--- src/rtl/gpc_pkg.sv ---
// gpc_pkg: shared constants, types and helpers of the gop preroll cache
// used by every file of the block; no dependencies
package gpc_pkg;

    localparam int DEPTH    = 32;
    localparam int LEN_BITS = 24;
    localparam int TAG_W    = 32;
    localparam int ADDR_W   = $clog2(DEPTH);
    localparam int CNT_W    = $clog2(DEPTH + 1);
    localparam int BYTES_W  = 33;
    localparam int CTR_W    = 32;
    localparam int PEAK_U_W = 6;
    localparam int UNITS_W  = 5;
    localparam int PADDR_W  = 4;

    typedef enum logic [1:0] {
        FN_PUSH   = 2'd0,
        FN_REPLAY = 2'd1,
        FN_CLEAR  = 2'd2,
        FN_NONE   = 2'd3
    } func_t;

    typedef enum logic [2:0] {
        STAT_STORED   = 3'd0,
        STAT_SKIPPED  = 3'd1,
        STAT_OVERFLOW = 3'd2,
        STAT_ENTRY    = 3'd3,
        STAT_EMPTY    = 3'd4,
        STAT_CLEARED  = 3'd5
    } status_t;

    localparam logic [1:0] REG_MAX_UNITS = 2'd0;
    localparam logic [1:0] REG_MAX_BYTES = 2'd1;
    localparam logic [1:0] REG_SRC_VIDEO = 2'd2;

    typedef struct packed {
        logic [4:0]  unit_limit;
        logic [31:0] byte_limit;
        logic        video_src;
    } cfg_t;

    typedef struct packed {
        logic [TAG_W-1:0]    tag;
        logic [LEN_BITS-1:0] len;
    } entry_t;

    typedef struct packed {
        logic              wr_en;
        logic [ADDR_W-1:0] wr_addr;
        entry_t            wr_data;
        logic              rd_en;
        logic [ADDR_W-1:0] rd_addr;
    } ram_req_t;

    function automatic logic [CTR_W-1:0] sat_inc(input logic [CTR_W-1:0] v);
        return (&v) ? v : v + 1'b1;
    endfunction

endpackage

--- src/rtl/gpc_if.sv ---
// gpc_if: valid/ready channel interfaces for request and result items
// depends on gpc_pkg
interface gpc_in_if;
    import gpc_pkg::*;
    logic                valid;
    logic                ready;
    logic [1:0]          func;
    logic                is_video;
    logic                is_keyframe;
    logic [LEN_BITS-1:0] payload_len;
    logic [TAG_W-1:0]    frame_tag;

    modport source (output valid, func, is_video, is_keyframe, payload_len, frame_tag,
                    input ready);
    modport sink   (input valid, func, is_video, is_keyframe, payload_len, frame_tag,
                    output ready);
endinterface

interface gpc_out_if;
    import gpc_pkg::*;
    logic                valid;
    logic                ready;
    logic [2:0]          status;
    logic [TAG_W-1:0]    out_tag;
    logic [LEN_BITS-1:0] out_len;
    logic                last;
    logic [UNITS_W-1:0]  units_held;
    logic [31:0]         bytes_held;
    logic                ready_res;
    logic [CTR_W-1:0]    overflow_count;
    logic [CTR_W-1:0]    unit_overflow_count;
    logic [CTR_W-1:0]    byte_overflow_count;
    logic [PEAK_U_W-1:0] peak_units;
    logic [BYTES_W-1:0]  peak_bytes;

    modport source (output valid, status, out_tag, out_len, last, units_held, bytes_held,
                    ready_res, overflow_count, unit_overflow_count,
                    byte_overflow_count, peak_units, peak_bytes,
                    input ready);
    modport sink   (input valid, status, out_tag, out_len, last, units_held, bytes_held,
                    ready_res, overflow_count, unit_overflow_count,
                    byte_overflow_count, peak_units, peak_bytes,
                    output ready);
endinterface

--- src/rtl/gop_preroll_cache_core.sv ---
// gop_preroll_cache_core: top level, config registers, control and ring storage
// depends on gpc_pkg, gpc_if, gpc_slots, gpc_ctrl
//
//   channel  dir  handshake          payload
//   req      in   valid/ready        func, is_video, is_keyframe, payload_len, frame_tag
//   res      out  valid/ready        status, out_tag, out_len, last, statistics
//   apb      in   psel/penable       paddr, pwdata, pwrite -> prdata, pready
//
// push, clear and empty replay: one result per item; an item is taken when no result waits or res.ready is high
// replay of n held frames: n results, one ring read per cycle on the single read port unless a result stalls
// no new item is taken during a replay; a waiting result only stalls while res.ready is low
// reset clears all pointers, counts and statistics at once; ring contents need no clearing
module gop_preroll_cache_core
    import gpc_pkg::*;
(
    input  logic               clk,
    input  logic               rst_n,
    gpc_in_if.sink             req,
    gpc_out_if.source          res,
    input  logic               psel,
    input  logic               penable,
    input  logic               pwrite,
    input  logic [PADDR_W-1:0] paddr,
    input  logic [31:0]        pwdata,
    output logic [31:0]        prdata,
    output logic               pready
);

    cfg_t       cfg_reg;
    ram_req_t   ram_req;
    entry_t     ram_rdata;
    logic [1:0] reg_idx;
    logic       wr_en;

    assign pready  = 1'b1;
    assign reg_idx = paddr[3:2];
    assign wr_en   = psel && penable && pwrite;

    always_ff @(posedge clk or negedge rst_n)
    begin
        if (!rst_n)
        begin
            cfg_reg.unit_limit <= 5'd31;
            cfg_reg.byte_limit <= 32'd1048576;
            cfg_reg.video_src  <= 1'b1;
        end
        else if (wr_en)
        begin
            unique case (reg_idx)
                REG_MAX_UNITS: cfg_reg.unit_limit <= pwdata[4:0];
                REG_MAX_BYTES: cfg_reg.byte_limit <= pwdata;
                REG_SRC_VIDEO: cfg_reg.video_src  <= pwdata[0];
                default:
                begin
                end
            endcase
        end
    end

    always_comb
    begin
        unique case (reg_idx)
            REG_MAX_UNITS: prdata = 32'(cfg_reg.unit_limit);
            REG_MAX_BYTES: prdata = cfg_reg.byte_limit;
            REG_SRC_VIDEO: prdata = 32'(cfg_reg.video_src);
            default:       prdata = '0;
        endcase
    end

    gpc_ctrl u_ctrl (
        .clk       (clk),
        .rst_n     (rst_n),
        .cfg       (cfg_reg),
        .req       (req),
        .res       (res),
        .ram_req   (ram_req),
        .ram_rdata (ram_rdata)
    );

    gpc_slots u_slots (
        .clk     (clk),
        .ram_req (ram_req),
        .rd_data (ram_rdata)
    );

endmodule

--- src/rtl/gpc_slots.sv ---
// gpc_slots: descriptor ring storage, one write and one registered read port
// depends on gpc_pkg
module gpc_slots
    import gpc_pkg::*;
(
    input  logic     clk,
    input  ram_req_t ram_req,
    output entry_t   rd_data
);

    entry_t mem [DEPTH];
    entry_t rd_data_reg;

    always_ff @(posedge clk)
    begin
        if (ram_req.wr_en)
        begin
            mem[ram_req.wr_addr] <= ram_req.wr_data;
        end
    end

    always_ff @(posedge clk)
    begin
        if (ram_req.rd_en)
        begin
            rd_data_reg <= mem[ram_req.rd_addr];
        end
    end

    assign rd_data = rd_data_reg;

endmodule

--- src/rtl/gpc_ctrl.sv ---
// gpc_ctrl: ring pointers, push/replay/clear sequencing, statistics, result register
// depends on gpc_pkg, gpc_if and the ring storage in gpc_slots
module gpc_ctrl
    import gpc_pkg::*;
(
    input  logic          clk,
    input  logic          rst_n,
    input  cfg_t          cfg,
    gpc_in_if.sink        req,
    gpc_out_if.source     res,
    output ram_req_t      ram_req,
    input  entry_t        ram_rdata
);

    localparam int SUM_W = CNT_W + 1;

    typedef enum logic [1:0] {
        ST_IDLE   = 2'b01,
        ST_REPLAY = 2'b10
    } state_t;

    state_t               state_reg, state_next;
    logic [ADDR_W-1:0]    wi_reg, wi_next;
    logic [CNT_W-1:0]     hc_reg, hc_next;
    logic [BYTES_W-1:0]   hb_reg, hb_next;
    logic                 bo_reg, bo_next;
    logic [CTR_W-1:0]     ovf_all_reg, ovf_all_next;
    logic [CTR_W-1:0]     ovf_unit_reg, ovf_unit_next;
    logic [CTR_W-1:0]     ovf_byte_reg, ovf_byte_next;
    logic [PEAK_U_W-1:0]  peak_u_reg, peak_u_next;
    logic [BYTES_W-1:0]   peak_b_reg, peak_b_next;
    logic [ADDR_W-1:0]    rd_ptr_reg, rd_ptr_next;
    logic [CNT_W-1:0]     rem_reg, rem_next;

    logic                 out_valid_reg, out_valid_next;
    status_t              out_status_reg, out_status_next;
    logic [TAG_W-1:0]     out_tag_reg, out_tag_next;
    logic [LEN_BITS-1:0]  out_len_reg, out_len_next;
    logic                 out_last_reg, out_last_next;
    logic [UNITS_W-1:0]   out_units_reg, out_units_next;
    logic [31:0]          out_bytes_reg, out_bytes_next;
    logic                 out_rdy_reg, out_rdy_next;

    logic                 out_free;
    logic                 accept;
    logic                 load;

    // push evaluation
    logic [ADDR_W-1:0]    p_wi;
    logic [CNT_W-1:0]     p_hc;
    logic [BYTES_W-1:0]   p_hb;
    logic                 p_bo;
    logic [CTR_W-1:0]     p_ovf_all, p_ovf_unit, p_ovf_byte;
    logic [PEAK_U_W-1:0]  p_peak_u;
    logic [BYTES_W-1:0]   p_peak_b;
    logic                 p_wr;
    logic [ADDR_W-1:0]    p_wr_addr;
    status_t              p_status;

    logic [SUM_W-1:0]     start_wide;
    logic [ADDR_W-1:0]    start_addr;

    function automatic logic [ADDR_W-1:0] ptr_inc(input logic [ADDR_W-1:0] p);
        return (p == ADDR_W'(DEPTH - 1)) ? '0 : p + 1'b1;
    endfunction

    assign out_free  = !out_valid_reg || res.ready;
    assign req.ready = (state_reg == ST_IDLE) && out_free;
    assign accept    = req.valid && req.ready;

    always_comb
    begin
        logic [ADDR_W-1:0]  wi_b;
        logic [CNT_W-1:0]   hc_b;
        logic [BYTES_W-1:0] hb_b;
        logic               bo_b;
        logic               skip;
        logic               full;
        logic [CNT_W-1:0]   hc_inc;
        logic [BYTES_W-1:0] hb_sum;
        logic               over_u;
        logic               over_b;

        wi_b   = wi_reg;
        hc_b   = hc_reg;
        hb_b   = hb_reg;
        bo_b   = bo_reg;
        skip   = 1'b0;

        if (req.is_video)
        begin
            if (req.is_keyframe)
            begin
                wi_b = '0;
                hc_b = '0;
                hb_b = '0;
                bo_b = 1'b1;
            end
            else if (!bo_reg)
            begin
                skip = 1'b1;
            end
        end
        else if (!bo_reg)
        begin
            if (cfg.video_src)
            begin
                skip = 1'b1;
            end
            else
            begin
                bo_b = 1'b1;
            end
        end

        full   = (hc_b >= CNT_W'(DEPTH));
        hc_inc = hc_b + 1'b1;
        hb_sum = hb_b + BYTES_W'(req.payload_len);
        over_u = (8'(hc_inc) > 8'(cfg.unit_limit));
        over_b = (hb_sum > BYTES_W'(cfg.byte_limit));

        p_wi       = wi_reg;
        p_hc       = hc_reg;
        p_hb       = hb_reg;
        p_bo       = bo_reg;
        p_ovf_all  = ovf_all_reg;
        p_ovf_unit = ovf_unit_reg;
        p_ovf_byte = ovf_byte_reg;
        p_peak_u   = peak_u_reg;
        p_peak_b   = peak_b_reg;
        p_wr       = 1'b0;
        p_wr_addr  = wi_b;
        p_status   = STAT_SKIPPED;

        if (!skip)
        begin
            if (full)
            begin
                p_ovf_all  = sat_inc(ovf_all_reg);
                p_ovf_unit = sat_inc(ovf_unit_reg);
                p_wi       = '0;
                p_hc       = '0;
                p_hb       = '0;
                p_bo       = 1'b0;
                p_status   = STAT_OVERFLOW;
            end
            else
            begin
                p_wr = 1'b0;
                if (8'(hc_inc) > 8'(peak_u_reg))
                begin
                    p_peak_u = PEAK_U_W'(hc_inc);
                end
                if (hb_sum > peak_b_reg)
                begin
                    p_peak_b = hb_sum;
                end
                if (over_u || over_b)
                begin
                    p_ovf_all = sat_inc(ovf_all_reg);
                    if (over_u)
                    begin
                        p_ovf_unit = sat_inc(ovf_unit_reg);
                    end
                    if (over_b)
                    begin
                        p_ovf_byte = sat_inc(ovf_byte_reg);
                    end
                    p_wi     = '0;
                    p_hc     = '0;
                    p_hb     = '0;
                    p_bo     = 1'b0;
                    p_status = STAT_OVERFLOW;
                end
                else
                begin
                    p_wr     = 1'b1;
                    p_wi     = ptr_inc(wi_b);
                    p_hc     = hc_inc;
                    p_hb     = hb_sum;
                    p_bo     = bo_b;
                    p_status = STAT_STORED;
                end
            end
        end
    end

    // oldest held entry
    always_comb
    begin
        start_wide = SUM_W'(wi_reg) - SUM_W'(hc_reg);
        if (hc_reg > CNT_W'(wi_reg))
        begin
            start_wide = SUM_W'(wi_reg) + SUM_W'(DEPTH) - SUM_W'(hc_reg);
        end
        start_addr = start_wide[ADDR_W-1:0];
    end

    always_comb
    begin
        state_next      = state_reg;
        wi_next         = wi_reg;
        hc_next         = hc_reg;
        hb_next         = hb_reg;
        bo_next         = bo_reg;
        ovf_all_next    = ovf_all_reg;
        ovf_unit_next   = ovf_unit_reg;
        ovf_byte_next   = ovf_byte_reg;
        peak_u_next     = peak_u_reg;
        peak_b_next     = peak_b_reg;
        rd_ptr_next     = rd_ptr_reg;
        rem_next        = rem_reg;
        load            = 1'b0;
        out_status_next = out_status_reg;
        out_tag_next    = out_tag_reg;
        out_len_next    = out_len_reg;
        out_last_next   = out_last_reg;
        ram_req         = '0;

        unique case (state_reg)
            ST_IDLE:
            begin
                if (accept)
                begin
                    out_tag_next  = '0;
                    out_len_next  = '0;
                    out_last_next = 1'b1;
                    unique case (req.func)
                        FN_PUSH:
                        begin
                            load            = 1'b1;
                            out_status_next = p_status;
                            wi_next         = p_wi;
                            hc_next         = p_hc;
                            hb_next         = p_hb;
                            bo_next         = p_bo;
                            ovf_all_next    = p_ovf_all;
                            ovf_unit_next   = p_ovf_unit;
                            ovf_byte_next   = p_ovf_byte;
                            peak_u_next     = p_peak_u;
                            peak_b_next     = p_peak_b;
                            ram_req.wr_en   = p_wr;
                            ram_req.wr_addr = p_wr_addr;
                            ram_req.wr_data = '{tag: req.frame_tag, len: req.payload_len};
                        end
                        FN_REPLAY:
                        begin
                            if (hc_reg == '0)
                            begin
                                load            = 1'b1;
                                out_status_next = STAT_EMPTY;
                            end
                            else
                            begin
                                ram_req.rd_en   = 1'b1;
                                ram_req.rd_addr = start_addr;
                                rd_ptr_next     = ptr_inc(start_addr);
                                rem_next        = hc_reg;
                                state_next      = ST_REPLAY;
                            end
                        end
                        FN_CLEAR:
                        begin
                            load            = 1'b1;
                            out_status_next = STAT_CLEARED;
                            wi_next         = '0;
                            hc_next         = '0;
                            hb_next         = '0;
                            bo_next         = 1'b0;
                        end
                        default:
                        begin
                        end
                    endcase
                end
            end
            ST_REPLAY:
            begin
                if (out_free)
                begin
                    load            = 1'b1;
                    out_status_next = STAT_ENTRY;
                    out_tag_next    = ram_rdata.tag;
                    out_len_next    = ram_rdata.len;
                    out_last_next   = (rem_reg == CNT_W'(1));
                    rem_next        = rem_reg - 1'b1;
                    if (rem_reg == CNT_W'(1))
                    begin
                        state_next = ST_IDLE;
                    end
                    else
                    begin
                        ram_req.rd_en   = 1'b1;
                        ram_req.rd_addr = rd_ptr_reg;
                        rd_ptr_next     = ptr_inc(rd_ptr_reg);
                    end
                end
            end
            default:
            begin
                state_next = ST_IDLE;
            end
        endcase

        out_units_next = UNITS_W'(hc_next);
        out_bytes_next = hb_next[31:0];
        out_rdy_next   = bo_next && (hc_next != '0);
        out_valid_next = load ? 1'b1 : (res.ready ? 1'b0 : out_valid_reg);
    end

    always_ff @(posedge clk or negedge rst_n)
    begin
        if (!rst_n)
        begin
            state_reg     <= ST_IDLE;
            wi_reg        <= '0;
            hc_reg        <= '0;
            hb_reg        <= '0;
            bo_reg        <= 1'b0;
            ovf_all_reg   <= '0;
            ovf_unit_reg  <= '0;
            ovf_byte_reg  <= '0;
            peak_u_reg    <= '0;
            peak_b_reg    <= '0;
            rd_ptr_reg    <= '0;
            rem_reg       <= '0;
            out_valid_reg <= 1'b0;
        end
        else
        begin
            state_reg     <= state_next;
            wi_reg        <= wi_next;
            hc_reg        <= hc_next;
            hb_reg        <= hb_next;
            bo_reg        <= bo_next;
            ovf_all_reg   <= ovf_all_next;
            ovf_unit_reg  <= ovf_unit_next;
            ovf_byte_reg  <= ovf_byte_next;
            peak_u_reg    <= peak_u_next;
            peak_b_reg    <= peak_b_next;
            rd_ptr_reg    <= rd_ptr_next;
            rem_reg       <= rem_next;
            out_valid_reg <= out_valid_next;
        end
    end

    always_ff @(posedge clk)
    begin
        if (load)
        begin
            out_status_reg <= out_status_next;
            out_tag_reg    <= out_tag_next;
            out_len_reg    <= out_len_next;
            out_last_reg   <= out_last_next;
            out_units_reg  <= out_units_next;
            out_bytes_reg  <= out_bytes_next;
            out_rdy_reg    <= out_rdy_next;
        end
    end

    // counters and peaks only move with a pushed item, so the result copies the live values
    assign res.valid               = out_valid_reg;
    assign res.status              = out_status_reg;
    assign res.out_tag             = out_tag_reg;
    assign res.out_len             = out_len_reg;
    assign res.last                = out_last_reg;
    assign res.units_held          = out_units_reg;
    assign res.bytes_held          = out_bytes_reg;
    assign res.ready_res           = out_rdy_reg;
    assign res.overflow_count      = ovf_all_reg;
    assign res.unit_overflow_count = ovf_unit_reg;
    assign res.byte_overflow_count = ovf_byte_reg;
    assign res.peak_units          = peak_u_reg;
    assign res.peak_bytes          = peak_b_reg;

    a_ready_only_idle: assert property (@(posedge clk) disable iff (!rst_n)
        req.ready |-> state_reg == ST_IDLE)
        else $error("input ready outside idle");

    a_held_bounded: assert property (@(posedge clk) disable iff (!rst_n)
        hc_reg <= CNT_W'(DEPTH))
        else $error("held count beyond ring depth");

    a_closed_empty: assert property (@(posedge clk) disable iff (!rst_n)
        !bo_reg |-> hc_reg == '0)
        else $error("frames held with no boundary open");

    a_replay_remaining: assert property (@(posedge clk) disable iff (!rst_n)
        state_reg == ST_REPLAY |-> rem_reg != '0)
        else $error("replay with nothing left");

    a_single_last: assert property (@(posedge clk) disable iff (!rst_n)
        res.valid && res.status != STAT_ENTRY |-> res.last)
        else $error("single result without last");

endmodule
--- src/flat_wrapper.sv ---
// flat-port wrapper written by rule: the top's interface ports become plain ports
module gop_preroll_cache_core_flat import gpc_pkg::*;
  (clk, rst_n, psel, penable, pwrite, paddr, pwdata, prdata, pready, req_valid, req_func, req_is_video, req_is_keyframe, req_payload_len, req_frame_tag, req_ready, res_valid, res_status, res_out_tag, res_out_len, res_last, res_units_held, res_bytes_held, res_ready_res, res_overflow_count, res_unit_overflow_count, res_byte_overflow_count, res_peak_units, res_peak_bytes, res_ready);
  gpc_in_if req_i ();
  gpc_out_if res_i ();
  input  logic clk;
  input  logic rst_n;
  input  logic psel;
  input  logic penable;
  input  logic pwrite;
  input  logic [PADDR_W-1:0] paddr;
  input  logic [31:0] pwdata;
  output logic [31:0] prdata;
  output logic pready;
  input wire logic [$bits(req_i.valid)-1:0] req_valid;
  input wire logic [$bits(req_i.func)-1:0] req_func;
  input wire logic [$bits(req_i.is_video)-1:0] req_is_video;
  input wire logic [$bits(req_i.is_keyframe)-1:0] req_is_keyframe;
  input wire logic [$bits(req_i.payload_len)-1:0] req_payload_len;
  input wire logic [$bits(req_i.frame_tag)-1:0] req_frame_tag;
  output wire logic [$bits(req_i.ready)-1:0] req_ready;
  output wire logic [$bits(res_i.valid)-1:0] res_valid;
  output wire logic [$bits(res_i.status)-1:0] res_status;
  output wire logic [$bits(res_i.out_tag)-1:0] res_out_tag;
  output wire logic [$bits(res_i.out_len)-1:0] res_out_len;
  output wire logic [$bits(res_i.last)-1:0] res_last;
  output wire logic [$bits(res_i.units_held)-1:0] res_units_held;
  output wire logic [$bits(res_i.bytes_held)-1:0] res_bytes_held;
  output wire logic [$bits(res_i.ready_res)-1:0] res_ready_res;
  output wire logic [$bits(res_i.overflow_count)-1:0] res_overflow_count;
  output wire logic [$bits(res_i.unit_overflow_count)-1:0] res_unit_overflow_count;
  output wire logic [$bits(res_i.byte_overflow_count)-1:0] res_byte_overflow_count;
  output wire logic [$bits(res_i.peak_units)-1:0] res_peak_units;
  output wire logic [$bits(res_i.peak_bytes)-1:0] res_peak_bytes;
  input wire logic [$bits(res_i.ready)-1:0] res_ready;
  assign req_i.valid = req_valid;
  assign req_i.func = req_func;
  assign req_i.is_video = req_is_video;
  assign req_i.is_keyframe = req_is_keyframe;
  assign req_i.payload_len = req_payload_len;
  assign req_i.frame_tag = req_frame_tag;
  assign req_ready = req_i.ready;
  assign res_valid = res_i.valid;
  assign res_status = res_i.status;
  assign res_out_tag = res_i.out_tag;
  assign res_out_len = res_i.out_len;
  assign res_last = res_i.last;
  assign res_units_held = res_i.units_held;
  assign res_bytes_held = res_i.bytes_held;
  assign res_ready_res = res_i.ready_res;
  assign res_overflow_count = res_i.overflow_count;
  assign res_unit_overflow_count = res_i.unit_overflow_count;
  assign res_byte_overflow_count = res_i.byte_overflow_count;
  assign res_peak_units = res_i.peak_units;
  assign res_peak_bytes = res_i.peak_bytes;
  assign res_i.ready = res_ready;
  gop_preroll_cache_core u_core (.clk(clk), .rst_n(rst_n), .req(req_i), .res(res_i), .psel(psel), .penable(penable), .pwrite(pwrite), .paddr(paddr), .pwdata(pwdata), .prdata(prdata), .pready(pready));
endmodule
--- config.mk ---
export PLATFORM = sky130hd
export DESIGN_NAME = gop_preroll_cache_core_flat
export DESIGN_NICKNAME = d
export VERILOG_FILES = /design/src/rtl/gpc_pkg.sv /design/src/rtl/gpc_if.sv /design/src/rtl/gop_preroll_cache_core.sv /design/src/rtl/gpc_slots.sv /design/src/rtl/gpc_ctrl.sv /design/src/flat_wrapper.sv
export SDC_FILE = /design/constraint.sdc
export NUM_CORES = 2
export LEC_CHECK = 0
export ABC_AREA = 0
export BUFFER_PORTS_ARGS = -buffer_cell sky130_fd_sc_hd__buf_2
export CAP_MARGIN = 30
export CORE_MARGIN = 5
export CORE_UTILIZATION = 50
export DETAILED_ROUTE_END_ITERATION = 7
export GPL_ROUTABILITY_DRIVEN = 0
export GPL_TIMING_DRIVEN = 0
export PLACE_DENSITY_LB_ADDON = 0.05
export REMOVE_ABC_BUFFERS = 1
export SLEW_MARGIN = 20
export SYNTH_ARGS = -nofsm -noshare
export SYNTH_HDL_FRONTEND = slang
export SYNTH_SLANG_ARGS = --single-unit
--- constraint.sdc ---
create_clock -name clk -period 17.35 [get_ports clk]
set_input_delay 1.735 -clock clk [delete_from_list [all_inputs] [get_ports clk]]
set_output_delay 1.735 -clock clk [all_outputs]
set_load 0.01 [all_outputs]
==> results.md <==
* Status: complete, no violations
* Most frequent cells after synthesis: edfxtp_1 (1,946), nand2_1 (931), nand3_1 (394)
* Mapped Area at 90,200 sq um
* Clock network fraction of design power at 35.1%
* Buffers on Ports at 367
* Core Rows at 156
* Count leader, synth: edfxtp_1
* Clk buf depth at 3
* Full die area at 189,000 sq um
* FF-to-FF path depth at 26
* Worst EP required at 17.91 ns
* Synth area leaders: edfxtp_1 (65%), dfrtp_1 (6.2%), nand2_1 (3.9%)
* Crit path buffers/inverters at 7
* Final Max Tran Viols at 0
* Post-route insts no fill at 9,739
* Leak pwr at 38.0 nW
* Seq/Total Area, Yosys at 71.2%
* FFs w/ async S/R, synth at 10.7%
* Hold-critical path endpoint: u_core.u_ctrl.res.overflow_count[5]
* Number of synthesized flops with an enable pin at 1,946
* Pin count of the biggest net entering global routing at 88
* Via density at 6.18
* Max reg flops at 1,792
* Number of synthesis warnings at 0
* Critical path class: input port to flop
* Vias in the first global route at 58,300
* Flop pwr share at 46.1%
* Post-CTS Resized at 0
* Antenna violations before repair at 21
* Crit path max-delay family: simple AND/OR/NAND/NOR gates
* R2R Setup Slk at 8.73 ns
* Synth Instances at 6,655
* Post-DRT Antenna Nets at 0
* CP Launch Type: input port
* Htree depth at 4
* Pint at 9.40 mW
* Hold Fails Final Rpt at 0
* Initial drt markers at 7,355
* Worst path arrival time at 10.30 ns
* Hold Path Class: flop to flop
* Combinational share of power at 18.8%
* First-pass GRT wire length at 403,000 microns
* Hold_buf cts at 0
* Slew margin rel. at 35.1%
* DIE HEIGHT at 435 microns
* Dpl cells at 9,268
* Final setup fails at 0
* Remaining DRCs at 0
* Dpl hpwl at 185,000 microns
* Sw Ratio at 28.4%
* Root buf cell: clkbuf_16
* FF-to-FF End: u_core.u_slots.mem[7][47]
* Final period util at 56.2%
* CP max-delay cell: nor2_4
* Synthesized flop and latch total at 2,178
* P_sw at 3.73 mW
* Fin nets at 7,399
* Pwr dens at 121 nW/um^2
* Sink Count at 2,178
* Reg2reg start: u_core.u_ctrl.hb_reg[0]
* Peak VDD IR at 0.107 mV
* Final Critical Period at 9.74 ns
* Core area at 180,000 sq um
* Die X at 435 microns
* Worst-Skew Late Latency at 0.87 ns
* Total track usage at 28.9%
* DR vias at 60,200
* Number of fill cells at 13,700
* Crit Path Max Fanout at 37
* Layout Skew at 0.0254 ns
* Top cell by count, worst path: a21oi_1
* Synth cell types at 82
* CTS tree: yes
* Layout cells sized above 1 at 16.8%
* 1st-pass router iterations at 6
* Total CTS buffers at 224
* Post-synth top area share at 64.8%
* Tightest Pin Transition at 0.973 ns
* Hold WS at 0.485 ns
* Dominant cell type by area after synthesis: edfxtp_1
* Top_reg_cell synth: edfxtp_1
* # Post-CTS Setup Buffers at 0
* GRT Residual Overflow at 0
* CTS clk-pin slew, worst paths at 0.06 ns
* Drt wl/cell at 28.7 microns
* RSZ-0062 raised after global routing: no
* F_max at 103 MHz
* Power, Total at 13.1 mW
* Max Cap Viol at 0
* P&R area growth vs syn at 20.4%
* WL final at 279,000 microns
* Hold Crit Start: u_core.u_ctrl.res.overflow_count[5]
* Largest stage delay, worst path at 0.85 ns
* Starting Density at 50.1%
* Synthesized area per cell at 13.6 sq um
* WHS Path Cells at 1
* Worst Setup End Kind: flop
* I/O pins at 371
cell type report:
class / instances / area (sq um) / share of cell area (%)
Antenna cell: 11 / 27.5 / 0.0253
Inverter: 118 / 443 / 0.408
Clock inverter: 124 / 1030 / 0.947
Sequential cell: 2178 / 64300 / 59.1
Multi-Input combinational cell: 3902 / 23900 / 22.0
Clock buffer: 288 / 5950 / 5.47
Tap cell: 2370 / 2970 / 2.73
Timing Repair Buffer: 748 / 10100 / 9.29
placed cells by master, fill, tap and decap left out, drive strengths merged, types with 16 or more instances in the layout:
cell,Yosys,routed
a2111oi,58,58
a21o,24,24
a21oi,178,178
a22o,37,37
a31oi,66,66
a32oi,56,56
and2,123,123
and3,87,87
buf,171,748
clkbuf,286,288
clkinv,0,99
dfrtp,224,224
edfxtp,1946,1946
ha,122,122
inv,118,128
mux2,41,41
mux2i,67,67
nand2,931,931
nand3,394,394
nand4,89,89
nor2,339,339
nor2b,16,16
nor3,261,261
o211ai,227,227
o21ai,84,84
o311ai,224,224
or3,226,226
xnor2,74,74
xor2,57,57
power groups by stage:
stage	Combinational, mW	Sequential, mW	Clock [mW]
5_1_grt	2.66	6.07	4.92
3_5_place_dp	2.42	6.16	0
3_3_place_gp	2.55	6.19	0
6_report	2.46	6.05	4.61
4_1_cts	2.43	6.06	4.68
2_1_floorplan	1.39	6.17	0
kinds of logic (layout without fill, tap and decap cells):
group	count (synthesis)	after routing	share of synthesized area (%)
other	1	12	0.00416
adder cells (fa/ha/maj)	124	124	1.74
AND/OR/NAND/NOR	2518	2518	13.1
buffers and inverters	575	1278	2.73
multiplexers	108	108	1.25
XOR/XNOR	131	131	1.27
flip-flops	2178	2178	71.2
AO/OA/AOI/OAI	1020	1020	8.68
per-stage QoR:
step	setup slack, ns	utilization [%]	cell area, sq um	TNS [ns]
after floorplan	-13.94	-	88200	-779.24
after global placement	-104.52	51.6	93000	-9198.95
after detailed placement	6.72	56.1	101000	0
after CTS	7.60	59.9	108000	0
after global routing	7.19	60.3	109000	0
final	7.61	60.3	109000	0
per-layer routing:
metal	part of all wire [%]	wire length, microns	global-route usage [%]	vias up
li1	-	-	-	26400
met1	42	116000	41.3	30600
met2	47	130000	45.5	2764
met3	8.9	24800	5.37	488
met4	3.0	8460	8.63	12
met5	0.026	73	0	-
worst max-delay path by stage:
stage                          startpoint                         end  slack [ns]  depth (start not counted)
3_5_place_dp                 req_is_video   u_core.u_slots.mem[7][47]        6.72                         29
6_report                     req_is_video   u_core.u_slots.mem[7][47]        7.61                         29
3_3_place_gp   u_core.u_ctrl.state_reg[0]  u_core.u_slots.rd_data[19]     -104.52                          6
5_1_grt                      req_is_video   u_core.u_slots.mem[7][47]        7.19                         29
4_1_cts                      req_is_video   u_core.u_slots.mem[7][47]        7.60                         29
2_1_floorplan  u_core.u_ctrl.state_reg[0]  u_core.u_slots.rd_data[54]      -13.94                          6
(Power assumes the default switching activity.)
